[config.mk]
export PLATFORM = sky130hd
export DESIGN_NAME = uart_8n1_transceiver
export DESIGN_NICKNAME = d
export VERILOG_FILES = /design/src/hw/rtl/uart_pkg.sv /design/src/hw/rtl/uart_tx.sv /design/src/hw/rtl/uart_rx.sv /design/src/hw/rtl/uart_8n1_transceiver.sv
export SDC_FILE = /design/constraint.sdc
export NUM_CORES = 1
export LEC_CHECK = 0
export BUFFER_PORTS_ARGS = -buffer_cell sky130_fd_sc_hd__buf_2
export CAP_MARGIN = 5
export CELL_PAD_IN_SITES_DETAIL_PLACEMENT = 0
export CELL_PAD_IN_SITES_GLOBAL_PLACEMENT = 1
export CORE_UTILIZATION = 45
export DETAILED_ROUTE_END_ITERATION = 7
export GPL_ROUTABILITY_DRIVEN = 0
export PLACE_DENSITY_LB_ADDON = 0.1
export SLEW_MARGIN = 15
export SYNTH_ARGS = -nofsm -noshare
export SYNTH_HDL_FRONTEND = slang
export SYNTH_HIERARCHICAL = 1
export SYNTH_SLANG_ARGS = --single-unit
[constraint.sdc]
create_clock -name clk -period 4.1 [get_ports clk]
set_input_delay 0.205 -clock clk [delete_from_list [all_inputs] [get_ports clk]]
set_output_delay 0.205 -clock clk [all_outputs]
set_load 0.01 [all_outputs]
[src/hw/rtl/uart_pkg.sv]
package uart_pkg;

	localparam int unsigned FRAME_BITS = 10;
	localparam int unsigned DATA_BITS  = 8;

	typedef logic [9:0] presc_cnt_t;
	typedef logic [7:0] period_cnt_t;
	typedef logic [3:0] bit_cnt_t;
	typedef logic [0:0] cfg_idx_t;

	localparam cfg_idx_t CFG_PRESCALE = 1'b0;
	localparam cfg_idx_t CFG_COMPARE  = 1'b1;

	typedef enum logic [2:0] {
		PRESC_DIV1    = 3'd0,
		PRESC_DIV8    = 3'd1,
		PRESC_DIV64   = 3'd2,
		PRESC_DIV256  = 3'd3,
		PRESC_DIV1024 = 3'd4
	} presc_code_t;

	typedef enum logic [1:0] {
		RX_IDLE = 2'd0,
		RX_HALF = 2'd1,
		RX_DATA = 2'd2
	} rx_phase_t;

	typedef struct packed {
		logic       send_request;
		logic [7:0] send_byte;
		logic       rx_level;
	} in_item_t;

	typedef struct packed {
		logic       tx_level;
		logic       tx_busy;
		logic       rx_busy;
		logic       rx_valid;
		logic [7:0] rx_byte;
	} out_item_t;

	typedef struct packed {
		logic [2:0] prescale_code;
		logic [7:0] compare_value;
	} uart_cfg_t;

	typedef struct packed {
		logic level;
		logic busy;
	} tx_status_t;

	typedef struct packed {
		logic       busy;
		logic       valid;
		logic [7:0] data;
	} rx_status_t;

	function automatic presc_cnt_t div_minus_one(input logic [2:0] code);
		presc_cnt_t r;
		unique case (code)
			PRESC_DIV1:   r = 10'd0;
			PRESC_DIV8:   r = 10'd7;
			PRESC_DIV64:  r = 10'd63;
			PRESC_DIV256: r = 10'd255;
			default:      r = 10'd1023;
		endcase
		return r;
	endfunction

endpackage

[src/hw/rtl/uart_tx.sv]
module uart_tx (
	input  logic                 clk,
	input  logic                 arst_n,
	input  logic                 step,
	input  logic                 send_request,
	input  logic [7:0]           send_byte,
	input  uart_pkg::uart_cfg_t  cfg,
	output uart_pkg::tx_status_t status
);

	uart_pkg::presc_cnt_t  presc_q, presc_d;
	uart_pkg::period_cnt_t period_q, period_d;
	logic [9:0]            frame_q, frame_d;
	uart_pkg::bit_cnt_t    left_q, left_d;

	uart_pkg::presc_cnt_t  presc_c;
	uart_pkg::period_cnt_t period_c;
	logic [9:0]            frame_c;
	uart_pkg::bit_cnt_t    left_c;
	logic                  start;
	logic                  busy;
	logic                  tick;
	logic                  hit;

	always_comb begin
		start    = (left_q == '0) && send_request;
		presc_c  = start ? '0 : presc_q;
		period_c = start ? '0 : period_q;
		frame_c  = start ? {1'b1, send_byte, 1'b0} : frame_q;
		left_c   = start ? 4'(uart_pkg::FRAME_BITS) : left_q;
		busy     = (left_c != '0);
		tick     = (presc_c == uart_pkg::div_minus_one(cfg.prescale_code));
		hit      = (period_c == cfg.compare_value);

		presc_d  = presc_c;
		period_d = period_c;
		frame_d  = frame_c;
		left_d   = left_c;
		if (busy) begin
			presc_d = tick ? '0 : presc_c + 10'd1;
			if (tick) begin
				period_d = hit ? '0 : period_c + 8'd1;
				if (hit) begin
					frame_d = {1'b1, frame_c[9:1]};
					left_d  = left_c - 4'd1;
					if (left_d == '0)
						frame_d = '1;
				end
			end
		end

		status.busy  = busy;
		status.level = busy ? frame_c[0] : 1'b1;
	end

	always_ff @(posedge clk or negedge arst_n) begin
		if (!arst_n) begin
			presc_q  <= '0;
			period_q <= '0;
			frame_q  <= '1;
			left_q   <= '0;
		end else if (step) begin
			presc_q  <= presc_d;
			period_q <= period_d;
			frame_q  <= frame_d;
			left_q   <= left_d;
		end
	end

endmodule

[src/hw/rtl/uart_rx.sv]
module uart_rx (
	input  logic                 clk,
	input  logic                 arst_n,
	input  logic                 step,
	input  logic                 rx_level,
	input  uart_pkg::uart_cfg_t  cfg,
	output uart_pkg::rx_status_t status
);

	uart_pkg::rx_phase_t   phase_q, phase_d, phase_c;
	uart_pkg::presc_cnt_t  presc_q, presc_d, presc_c;
	uart_pkg::period_cnt_t period_q, period_d, period_c;
	logic [7:0]            shift_q, shift_d;
	uart_pkg::bit_cnt_t    bits_q, bits_d;
	logic                  prev_q;

	logic                  tick;
	logic                  hit_half;
	logic                  hit_full;

	always_comb begin
		unique case (phase_q)
			uart_pkg::RX_HALF: phase_c = uart_pkg::RX_HALF;
			uart_pkg::RX_DATA: phase_c = uart_pkg::RX_DATA;
			default:           phase_c = uart_pkg::RX_IDLE;
		endcase
		presc_c  = presc_q;
		period_c = period_q;
		if (phase_c == uart_pkg::RX_IDLE && prev_q && !rx_level) begin
			phase_c  = uart_pkg::RX_HALF;
			presc_c  = '0;
			period_c = '0;
		end

		tick     = (presc_c == uart_pkg::div_minus_one(cfg.prescale_code));
		hit_half = (period_c == {1'b0, cfg.compare_value[7:1]});
		hit_full = (period_c == cfg.compare_value);

		phase_d  = phase_c;
		presc_d  = presc_c;
		period_d = period_c;
		shift_d  = shift_q;
		bits_d   = bits_q;

		status.busy  = (phase_c != uart_pkg::RX_IDLE);
		status.valid = 1'b0;
		status.data  = '0;

		unique case (phase_c)
			uart_pkg::RX_HALF: begin
				presc_d = tick ? '0 : presc_c + 10'd1;
				if (tick) begin
					period_d = hit_half ? '0 : period_c + 8'd1;
					if (hit_half) begin
						phase_d = uart_pkg::RX_DATA;
						bits_d  = '0;
						shift_d = '0;
					end
				end
			end
			uart_pkg::RX_DATA: begin
				presc_d = tick ? '0 : presc_c + 10'd1;
				if (tick) begin
					period_d = hit_full ? '0 : period_c + 8'd1;
					if (hit_full) begin
						shift_d = {rx_level, shift_q[7:1]};
						bits_d  = bits_q + 4'd1;
						if (bits_d >= 4'(uart_pkg::DATA_BITS)) begin
							status.valid = 1'b1;
							status.data  = shift_d;
							bits_d       = '0;
							phase_d      = uart_pkg::RX_IDLE;
						end
					end
				end
			end
			default: begin
			end
		endcase
	end

	always_ff @(posedge clk or negedge arst_n) begin
		if (!arst_n) begin
			phase_q  <= uart_pkg::RX_IDLE;
			presc_q  <= '0;
			period_q <= '0;
			shift_q  <= '0;
			bits_q   <= '0;
			prev_q   <= 1'b1;
		end else if (step) begin
			phase_q  <= phase_d;
			presc_q  <= presc_d;
			period_q <= period_d;
			shift_q  <= shift_d;
			bits_q   <= bits_d;
			prev_q   <= rx_level;
		end
	end

endmodule

[src/hw/rtl/uart_8n1_transceiver.sv]
// UART 8N1 transceiver, one item per system clock cycle of line activity.
// Input channel (in_valid/in_stall, in_item): send request, send byte and the
// sampled receive line level. Output channel (out_valid/out_stall, out_item):
// transmit line level, busy flags, and a received byte with a one-item strobe.
// Every input item yields exactly one output item.
// An accepted item sits in the input register; when it advances, the transmit
// and receive timers update from it and its result is captured in the result
// register, which drives out_valid.
// Throughput: one item per cycle while the output is not stalled, set by the
// combinational timer update between input and result registers.
// If the receiver stalls, the result register holds its item, the input
// register keeps one more, and in_stall rises only when both are full.
// Configuration (cfg_write, cfg_index, cfg_data) is registered and applies to
// items processed after the write; index 0 is the prescale code, index 1 the compare value.
// Reset: both lines idle, timers cleared, prescale code 1, compare value 207.
module uart_8n1_transceiver (
	input  logic                clk,
	input  logic                arst_n,
	input  logic                in_valid,
	output logic                in_stall,
	input  uart_pkg::in_item_t  in_item,
	output logic                out_valid,
	input  logic                out_stall,
	output uart_pkg::out_item_t out_item,
	input  logic                cfg_write,
	input  uart_pkg::cfg_idx_t  cfg_index,
	input  logic [7:0]          cfg_data
);

	uart_pkg::uart_cfg_t  cfg_q;
	logic                 valid_s1;
	uart_pkg::in_item_t   item_s1;
	logic                 out_valid_q;
	uart_pkg::out_item_t  out_item_q;
	logic                 advance;
	logic                 in_accept;
	uart_pkg::tx_status_t tx_status;
	uart_pkg::rx_status_t rx_status;

	assign advance   = valid_s1 && !(out_valid_q && out_stall);
	assign in_stall  = valid_s1 && !advance;
	assign in_accept = in_valid && !in_stall;
	assign out_valid = out_valid_q;
	assign out_item  = out_item_q;

	always_ff @(posedge clk or negedge arst_n) begin
		if (!arst_n) begin
			cfg_q.prescale_code <= 3'd1;
			cfg_q.compare_value <= 8'd207;
		end else if (cfg_write) begin
			unique case (cfg_index)
				uart_pkg::CFG_PRESCALE: cfg_q.prescale_code <= cfg_data[2:0];
				uart_pkg::CFG_COMPARE:  cfg_q.compare_value <= cfg_data;
				default: begin
				end
			endcase
		end
	end

	always_ff @(posedge clk or negedge arst_n) begin
		if (!arst_n)
			valid_s1 <= 1'b0;
		else if (in_accept)
			valid_s1 <= 1'b1;
		else if (advance)
			valid_s1 <= 1'b0;
	end

	always_ff @(posedge clk) begin
		if (in_accept)
			item_s1 <= in_item;
	end

	uart_tx u_tx (
		.clk          (clk),
		.arst_n       (arst_n),
		.step         (advance),
		.send_request (item_s1.send_request),
		.send_byte    (item_s1.send_byte),
		.cfg          (cfg_q),
		.status       (tx_status)
	);

	uart_rx u_rx (
		.clk      (clk),
		.arst_n   (arst_n),
		.step     (advance),
		.rx_level (item_s1.rx_level),
		.cfg      (cfg_q),
		.status   (rx_status)
	);

	always_ff @(posedge clk or negedge arst_n) begin
		if (!arst_n)
			out_valid_q <= 1'b0;
		else if (advance)
			out_valid_q <= 1'b1;
		else if (!out_stall)
			out_valid_q <= 1'b0;
	end

	always_ff @(posedge clk) begin
		if (advance) begin
			out_item_q.tx_level <= tx_status.level;
			out_item_q.tx_busy  <= tx_status.busy;
			out_item_q.rx_busy  <= rx_status.busy;
			out_item_q.rx_valid <= rx_status.valid;
			out_item_q.rx_byte  <= rx_status.data;
		end
	end

	a_stall_needs_item: assert property (@(posedge clk) disable iff (!arst_n)
		in_stall |-> valid_s1)
		else $error("input stalled with empty input register");

	a_advance_fills_out: assert property (@(posedge clk) disable iff (!arst_n)
		advance |=> out_valid_q)
		else $error("processed item did not reach the result register");

	a_rx_valid_busy: assert property (@(posedge clk) disable iff (!arst_n)
		out_valid_q |-> (!out_item_q.rx_valid || out_item_q.rx_busy))
		else $error("received byte strobe outside a reception");

	a_tx_idle_high: assert property (@(posedge clk) disable iff (!arst_n)
		out_valid_q |-> (out_item_q.tx_busy || out_item_q.tx_level))
		else $error("transmit line low while idle");

	a_rx_byte_zero: assert property (@(posedge clk) disable iff (!arst_n)
		out_valid_q |-> (out_item_q.rx_valid || out_item_q.rx_byte == 8'd0))
		else $error("received byte nonzero without strobe");

endmodule

==> qor.csv, run 1 <==
stage,metric,value,unit
layout,areaGrowthSynthToFinish,9.39,%
clocking,cts_setup_buffers,0,
synthesis,netlist.top_cell.by_area,dfrtp_1,
synthesis,top_post_synthesis_cells_by_count,"dfrtp_1 (59), nand2_1 (56), nor2_1 (37), o21ai_0 (28), inv_1 (24)",
place,buffer_ports.inserted,37,
clocking,tritoncts,done,
worst_setup_path,end_kind,flip-flop,
layout,design.final.nets,671,
sta,timing.final.crit_share,81.0,%
synthesis,post_synth_inst_count,621,
worst_setup_path,worst_ep_arrival_time,3.56,ns
routing,avgViaCountPerCell,6.17,
routing,post_drt_antenna_nets,0,
place,dp.cells,805,
synthesis,ys_seq_area_share,42.9,%
sta,min_tclk_post_route,3.32,ns
synthesis,yosys.cell_count.top_type,dfrtp_1,
sta,hold_ws,0.00264,ns
worst_setup_path,path_class,flip-flop to flip-flop,
clocking,postCtsResizedCells,0,
worst_setup_path,r2r_setup_slack,0.78,ns
clocking,ctsRootBufferMaster,clkbuf_16,
clocking,clk_path_buf_depth,2,
floorplan,core,13200,um2
synthesis,async_flop_share,77.8,%
layout,num_antenna_cells,0,
synthesis,yosys-top-cells-area,"dfrtp_1 (24%), edfxtp_1 (11%), dfstp_2 (7.8%)",
worst_setup_path,worst_setup_path_start_kind,flip-flop,
floorplan,die_area,14000,um2
clocking,tritoncts_num_sinks,99,
global_routing,maximum_number_of_pins_on_one_net_before_global_route_repair,78,
global_routing,antenna_found_initial,0,
synthesis,synth_simple_gate_area_share,22.3,%
layout,multi_input_area,3160,um2
sta,worst_pin_slew,1.00,ns
floorplan,placement_rows,42,
sta,fin_tns_setup,0,ns
clocking,clk_latency_worst_skew_pair,0.36,ns
floorplan,initial_utilization,46.1,%
sta,worst_clock_skew,0.00891,ns
sta,unrepaired_setup_endpoints_after_global_routing,false,
worst_setup_path,cp_data_required_time,4.34,ns
worst_setup_path,reg2reg_from,u_rx/phase_q[0]$_DFFE_PN0P_,
status,status,"complete, no violations",
worst_setup_path,timing.critical_path.fanout_max,13,
clocking,cts.hold.buffers_added,0,
clocking,ctsHtreeMaxLevel,3,
synthesis,synth_edf_count,22,
floorplan,io-pin-count,38,
sta,worst_slew_margin_rel,33.2,%
global_routing,globalRouteOverflowTotal,0,
synthesis,synth_ff_type,dfrtp_1,
synthesis,post_synthesis_net_count,652,
synthesis,synth_fa_ha_area_share,1.44,%
worst_setup_path,timing.rr.end,u_rx/bits_q[0]$_DFFE_PN0P_,
synthesis,synth.lib_cells_used.distinct,90,
synthesis,yosys_warnings,6,
synthesis,synth.mux.area_fraction,4.01,%
routing,vias,5067,
power,power_density_over_the_cells,420,nW/um2
routing,drt-initial-drc-count,439,
min_path,hold_path.class,primary input to asynchronous set/reset pin,
global_routing,globalRouteTotalUtil,22.6,%
clocking,worst_setup_hold_path_clk_slew,0.07,ns
synthesis,synth_top_family_by_area,simple AND/OR/NAND/NOR gates,
worst_setup_path,worstRegToRegCells,10,
clocking,cts_made_buffers,9,
sta,finalMaxSlewViolations,0,
global_routing,grt_pass1_wl,24.9,mm
routing,wl_per_cell,18.4,um
global_routing,first_global_vias,4643,
synthesis,synth_compound_area_share,22.2,%
layout,sequential_cell_area,2610,um2
sta,finalSetupViolations,0,
layout,post_layout_nonfiller_instances,821,
run,max-cap-violations,0,
routing,drc_errors,0,
power,irDropWorstVdd,0.000230,V
synthesis,synth_largest_type_area_fraction,24.3,%
power,p_leak,2.69,nW
layout,total_of_fill_cells_in_the_finished_design,1232,
place,place.detailed.hpwl,10.2,mm
layout,layout-drive-gt1-share,19.7,%
routing,firstDrtPassIters,5,
synthesis,synth_xor_xnor_area_share,1.87,%
floorplan,fp.dieH,118,um
routing,routed_wl,15.1,mm
synthesis,synth_seq_cells,99,
sta,hold_violations,0,
synthesis,mappedNetlistArea,6080,um2
floorplan,die_width,118,um
sta,maxClockFrequency,301,MHz
synthesis,syn-mean-instance-area,9.79,um2
-- power by group --
part	total [W]	internal, W	switching [W]
Clock	0.000855	0.000472	0.000383
Sequential	0.00132	0.00113	0.000188
Combinational	0.000619	0.000285	0.000334
Total	0.00279	0.00188	0.000905
-- placed cells by master (no fill, tap or decap), types with 15 or more instances in the layout --
cell type,instances
a21oi_1,20
a31oi_1,15
inv_1,24
nor3_1,17
nand3_1,16
o21ai_0,28
edfxtp_1,22
nor2_1,37
dfstp_2,18
and2_1,23
nand2_1,56
dfrtp_1,59
buf_2,36
-- cell type report --
class | count | area share [%]
multi-input combinational | 456 | 47.6
clock buffer | 11 | 3.50
inverter | 26 | 1.47
sequential | 99 | 39.3
timing repair buffer | 48 | 4.07
tap | 176 | 3.31
clock inverter | 5 | 0.828
-- worst max-delay path by stage --
| stage | end | start | slack (ns) |
|---|---|---|---|
| after detailed placement | u_rx/bits_q[0]$_DFFE_PN0P_ | u_rx/phase_q[0]$_DFFE_PN0P_ | 0.80 |
| final | u_rx/bits_q[0]$_DFFE_PN0P_ | u_rx/phase_q[0]$_DFFE_PN0P_ | 0.78 |
| after CTS | u_rx/bits_q[0]$_DFFE_PN0P_ | u_rx/phase_q[0]$_DFFE_PN0P_ | 0.79 |
| after global placement | u_rx/bits_q[0]$_DFFE_PN0P_ | u_rx/phase_q[0]$_DFFE_PN0P_ | 0.88 |
| after floorplan | u_tx/period_q[0]$_DFFE_PN0P_ | out_valid$_DFFE_PN0P_ | 0.67 |
| after global routing | u_rx/bits_q[0]$_DFFE_PN0P_ | u_rx/phase_q[0]$_DFFE_PN0P_ | 0.54 |
-- metrics by stage --
step	utilization (%)	instance area (um2)	worst slack (ns)	total power [W]
after global placement	48.2	6360	0.882	0.00193
after global routing	50.4	6650	0.545	0.00295
after floorplan	-	6080	0.666	0.00176
after detailed placement	48.2	6360	0.797	0.00194
after CTS	50.4	6650	0.793	0.00281
final	50.4	6650	0.778	0.00279
-- critical path, stage by stage (launching register included) --
cell,delay (ns)
dfrtp_1,0.37
inv_1,0.05
ha_1,0.28
nand3b_1,0.30
buf_4,0.29
and3_1,0.17
o221ai_2,0.20
or2_1,0.57
nor3_4,0.15
o21ai_2,0.42
mux2_2,0.39
-- metal layers --
layer	GRT usage, %	vias up	routed length [um]
met1	34.4	2500	7630
li1	-	2401	-
met2	32.5	151	6540
met5	0	-	0
met4	7.77	0	210
met3	3.38	15	744
-- registers in the layout (all words and copies together) (netlist names) --
| register | count |
|---|---|
| u_rx/presc_q | 10 |
| cfg_q | 11 |
| out_valid | 1 |
| u_tx/frame_q | 10 |
| u_tx/presc_q | 10 |
| out_item | 12 |
| u_rx/shift_q | 7 |
| u_tx/period_q | 8 |
| item_s1 | 10 |
| valid_s1 | 1 |
| u_tx/left_q | 4 |
| u_rx/period_q | 8 |
| u_rx/bits_q | 4 |
| u_rx/phase_q | 2 |
| u_rx/prev_q | 1 |
-- cells by family (layout without fill, tap and decap cells) --
family                   after synthesis  in the layout
AND/OR/NAND/NOR                      235            235
AO/OA/AOI/OAI                        179            179
flip-flops                            99             99
buffers and inverters                 66             90
multiplexers                          22             22
XOR/XNOR                              13             13
adder cells (fa/ha/maj)                7              7
Note: power is estimated with default switching activity, not from simulation.
==> inputs of run 2 (changes only) <==
--- a/config.mk
+++ b/config.mk
@@ -9,7 +9,7 @@
 export CAP_MARGIN = 5
 export CELL_PAD_IN_SITES_DETAIL_PLACEMENT = 0
 export CELL_PAD_IN_SITES_GLOBAL_PLACEMENT = 1
-export CORE_UTILIZATION = 45
+export CORE_UTILIZATION = 44
 export DETAILED_ROUTE_END_ITERATION = 7
 export GPL_ROUTABILITY_DRIVEN = 0
 export PLACE_DENSITY_LB_ADDON = 0.1
==> constraint.sdc (replaced) <==
create_clock -name clk -period 3.05 [get_ports clk]
set_input_delay 0.1525 -clock clk [delete_from_list [all_inputs] [get_ports clk]]
set_output_delay 0.1525 -clock clk [all_outputs]
set_load 0.01 [all_outputs]
==> qor.csv, run 2 (synthesis gave the netlist of run 1 again) <==
stage,metric,value,unit,change
layout,max_reg_flops,12,,unchanged
sta,worst_clock_skew,0.00672,ns,was 0.00891 ns
worst_setup_path,cp_data_required_time,3.28,ns,was 4.34 ns
layout,design.final.nets,709,,was 671
status,status,finished with violations,,"was complete, no violations"
routing,vias,5145,,was 5067
worst_setup_path,timing.critical_path.fanout_max,9,,was 13
routing,avgViaCountPerCell,5.99,,was 6.17
worst_setup_path,slowest_library_cell_on_the_worst_path,dfrtp_1,,was or2_1
worst_setup_path,worst_ep_arrival_time,3.03,ns,was 3.56 ns
place,placement.cell_area,6560,um2,was 6360 um2
layout,mostFrequentLayoutCell,dfrtp_1,,unchanged
sta,worst_pin_slew,1.00,ns,about the same
routing,wl_per_cell,17.6,um,was 18.4 um
clocking,worst_setup_hold_path_clk_slew,0.07,ns,about the same
run,max-cap-violations,0,,unchanged
worst_setup_path,end_kind,flip-flop,,unchanged
clocking,cts_made_buffers,9,,unchanged
worst_setup_path,timing.critical_path.from,u_rx/phase_q[0]$_DFFE_PN0P_,,unchanged
routing,drt-initial-drc-count,509,,was 439
floorplan,initial_utilization,45.5,%,was 46.1%
layout,layout_common_cells,"dfrtp_1 (59), nand2_1 (56), buf_4 (39)",,"was dfrtp_1 (59), nand2_1 (56), nor2_1 (37)"
power,internal_power,0.00260,W,was 0.00188 W
clocking,clk_latency_worst_skew_pair,0.36,ns,about the same
worst_setup_path,reg2reg_from,u_rx/phase_q[0]$_DFFE_PN0P_,,unchanged
global_routing,antenna_found_initial,0,,unchanged
layout,total_of_fill_cells_in_the_finished_design,1253,,was 1232
global_routing,globalRouteOverflowTotal,0,,unchanged
power,irDropWorstVdd,0.000437,V,was 0.000230 V
power,power_density_over_the_cells,552,nW/um2,was 420 nW/um2
global_routing,globalRouteTotalUtil,22.4,%,was 22.6%
status,failed_checks,hold timing,,
worst_setup_path,worst-path-buf-inv,3,,was 2
sta,fin_tns_setup,0,ns,unchanged
min_path,hold_path.class,primary input to asynchronous set/reset pin,,unchanged
routing,drc_errors,0,,unchanged
clocking,ctsHtreeMaxLevel,3,,unchanged
sta,finalMaxSlewViolations,0,,unchanged
worst_setup_path,worst_path_most_repeated_cell,buf_4,,
worst_setup_path,crit_path_cell_trace,inv_1 -> ha_1 -> and3b_1 -> buf_4 -> nor2_1 -> o32ai_1 -> nand4_1 -> buf_4 -> a22oi_1 -> a2bb2oi_1 -> o31ai_1,,was inv_1 -> ha_1 -> nand3b_1 -> buf_4 -> and3_1 -> o221ai_2 -> or2_1 -> nor3_4 -> o21ai_2 -> mux2_2
floorplan,die_area,14300,um2,was 14000 um2
power,switchingPower,0.00127,W,was 0.000905 W
global_routing,maximum_number_of_pins_on_one_net_before_global_route_repair,78,,unchanged
layout,areaGrowthSynthToFinish,15.2,%,was 9.39%
clocking,ctsRootBufferMaster,clkbuf_16,,unchanged
power,p_leak,2.88,nW,was 2.69 nW
routing,firstDrtPassIters,5,,unchanged
sta,worst_slew_margin_rel,33.3,%,was 33.2%
layout,post-route-util,52.5,%,was 50.4%
clocking,clk_path_buf_depth,2,,unchanged
floorplan,placement_rows,42,,unchanged
place,place.detailed.hpwl,10.5,mm,was 10.2 mm
power,combinationalPowerShare,22.7,%,was 22.2%
clocking,tritoncts,done,,unchanged
floorplan,die_width,120,um,was 118 um
layout,num_antenna_cells,0,,unchanged
sta,hold_ws,-0.0297,ns,was 0.00264 ns
layout,layout-drive-gt1-share,23.0,%,was 19.7%
place,buffer_ports.inserted,37,,unchanged
clocking,cts_setup_buffers,0,,unchanged
routing,post_drt_antenna_nets,0,,unchanged
worst_setup_path,critical-path-top-delay-family,compound AO/OA/AOI/OAI gates,,was simple AND/OR/NAND/NOR gates
worst_setup_path,max_stage_delay,0.39,ns,was 0.57 ns
sta,unrepaired_setup_endpoints_after_global_routing,false,,unchanged
worst_setup_path,worst_setup_path_start_kind,flip-flop,,unchanged
floorplan,fp.dieH,120,um,was 118 um
global_routing,grt_pass1_wl,25.5,mm,was 24.9 mm
power,netSwitchingFraction,32.9,%,was 32.5%
power,power.share.sequential,45.7,%,was 47.2%
floorplan,io-pin-count,38,,unchanged
worst_setup_path,path_class,flip-flop to flip-flop,,unchanged
floorplan,core,13300,um2,was 13200 um2
sta,min_tclk_post_route,2.79,ns,was 3.32 ns
routing,routed_wl,15.2,mm,was 15.1 mm
power,p_clk_share,31.7,%,was 30.7%
clocking,tritoncts_num_sinks,99,,unchanged
sta,hold_violations,55,,was 0
global_routing,first_global_vias,4822,,was 4643
sta,timing.final.crit_share,91.5,%,was 81.0%
sta,finalSetupViolations,0,,unchanged
layout,postLayoutCellArea,7000,um2,was 6650 um2
sta,maxClockFrequency,358,MHz,was 301 MHz
-- run 2: cell count changes in the layout (fill, tap and decap cells not counted) --
cell | previous run | this run
clkinv_8 | 0 | 1
o21ai_2 | 1 | 0
clkinv_2 | 1 | 0
clkbuf_1 | 2 | 0
clkinv_1 | 2 | 1
inv_8 | 0 | 3
o21ai_4 | 0 | 1
buf_4 | 12 | 39
dlygate4sd3_1 | 0 | 11
-- run 2: area by class of cell --
type	count	area, um2	share of cell area [%]
clock buffers	9	225	3.22
clock inverters	7	96.3	1.38
repair buffers	86	583	8.33
well taps	176	220	3.15
multi-input cells	456	3170	45.3
flip-flops and latches	99	2610	37.3
inverters	26	97.6	1.39
-- run 2: layer usage --
metal,track usage (%),routed length [um],vias to the layer above
met4,6.48,174,0
met3,4.18,558,16
li1,-,-,2480
met2,34.9,7080,115
met1,31.7,7340,2534
met5,0,0,-
-- run 2: through the flow --
step | std cells | hold slack, ns | setup slack (ns) | total power (W)
2_1_floorplan | 621 | -0.143 | 0.0604 | 0.00237
3_3_place_gp | 832 | 0.329 | 0.287 | 0.00264
3_5_place_dp | 832 | 0.331 | 0.193 | 0.00265
4_1_cts | 858 | 0.00999 | 0.177 | 0.00390
5_1_grt | 859 | 0.0218 | 0.0431 | 0.00410
6_report | 859 | -0.0297 | 0.259 | 0.00387
-- run 2: worst paths after layout --
| path | endpoint | slack (ns) | cells past startpoint |
|---|---|---|---|
| worst max-delay path | u_rx/period_q[4]$_DFFE_PN0P_ | 0.26 | 11 |
| worst min-delay path | out_valid$_DFFE_PN0P_ | -0.03 | 1 |
| worst max register to register | u_rx/period_q[4]$_DFFE_PN0P_ | 0.26 | 11 |
| worst min register to register | u_rx/shift_q[1]$_DFFE_PN0P_ | 0.48 | 1 |
| max in group asynchronous | u_rx/presc_q[0]$_DFFE_PN0P_ | 2.45 | 1 |
| min in group clk | cfg_q[7]$_DFFE_PN1P_ | 0.02 | 2 |
-- run 2: worst reg2reg max path, delay by kind of cell (launching register included) --
kind	cells	cell delay, ns
AO/OA/AOI/OAI	4	0.93
AND/OR/NAND/NOR	3	0.57
buffers and inverters	3	0.49
flip-flops	1	0.39
adder cells (fa/ha/maj)	1	0.28
-- run 2: power by group through the flow --
stage	Clock [W]	Combinational, W	Sequential [W]
after floorplan	0	0.000688	0.00168
after global placement	0	0.000863	0.00178
after detailed placement	0	0.000862	0.00178
after CTS	0.00126	0.000875	0.00176
after global routing	0.00131	0.000987	0.00180
final	0.00122	0.000876	0.00177
-- run 2: what timing repair did --
item	4_1_cts	5_1_grt
hold buffers	10	1
setup endpoints to repair	0	1
endpoints found under the hold margin	10	1
gates resized for setup	0	1
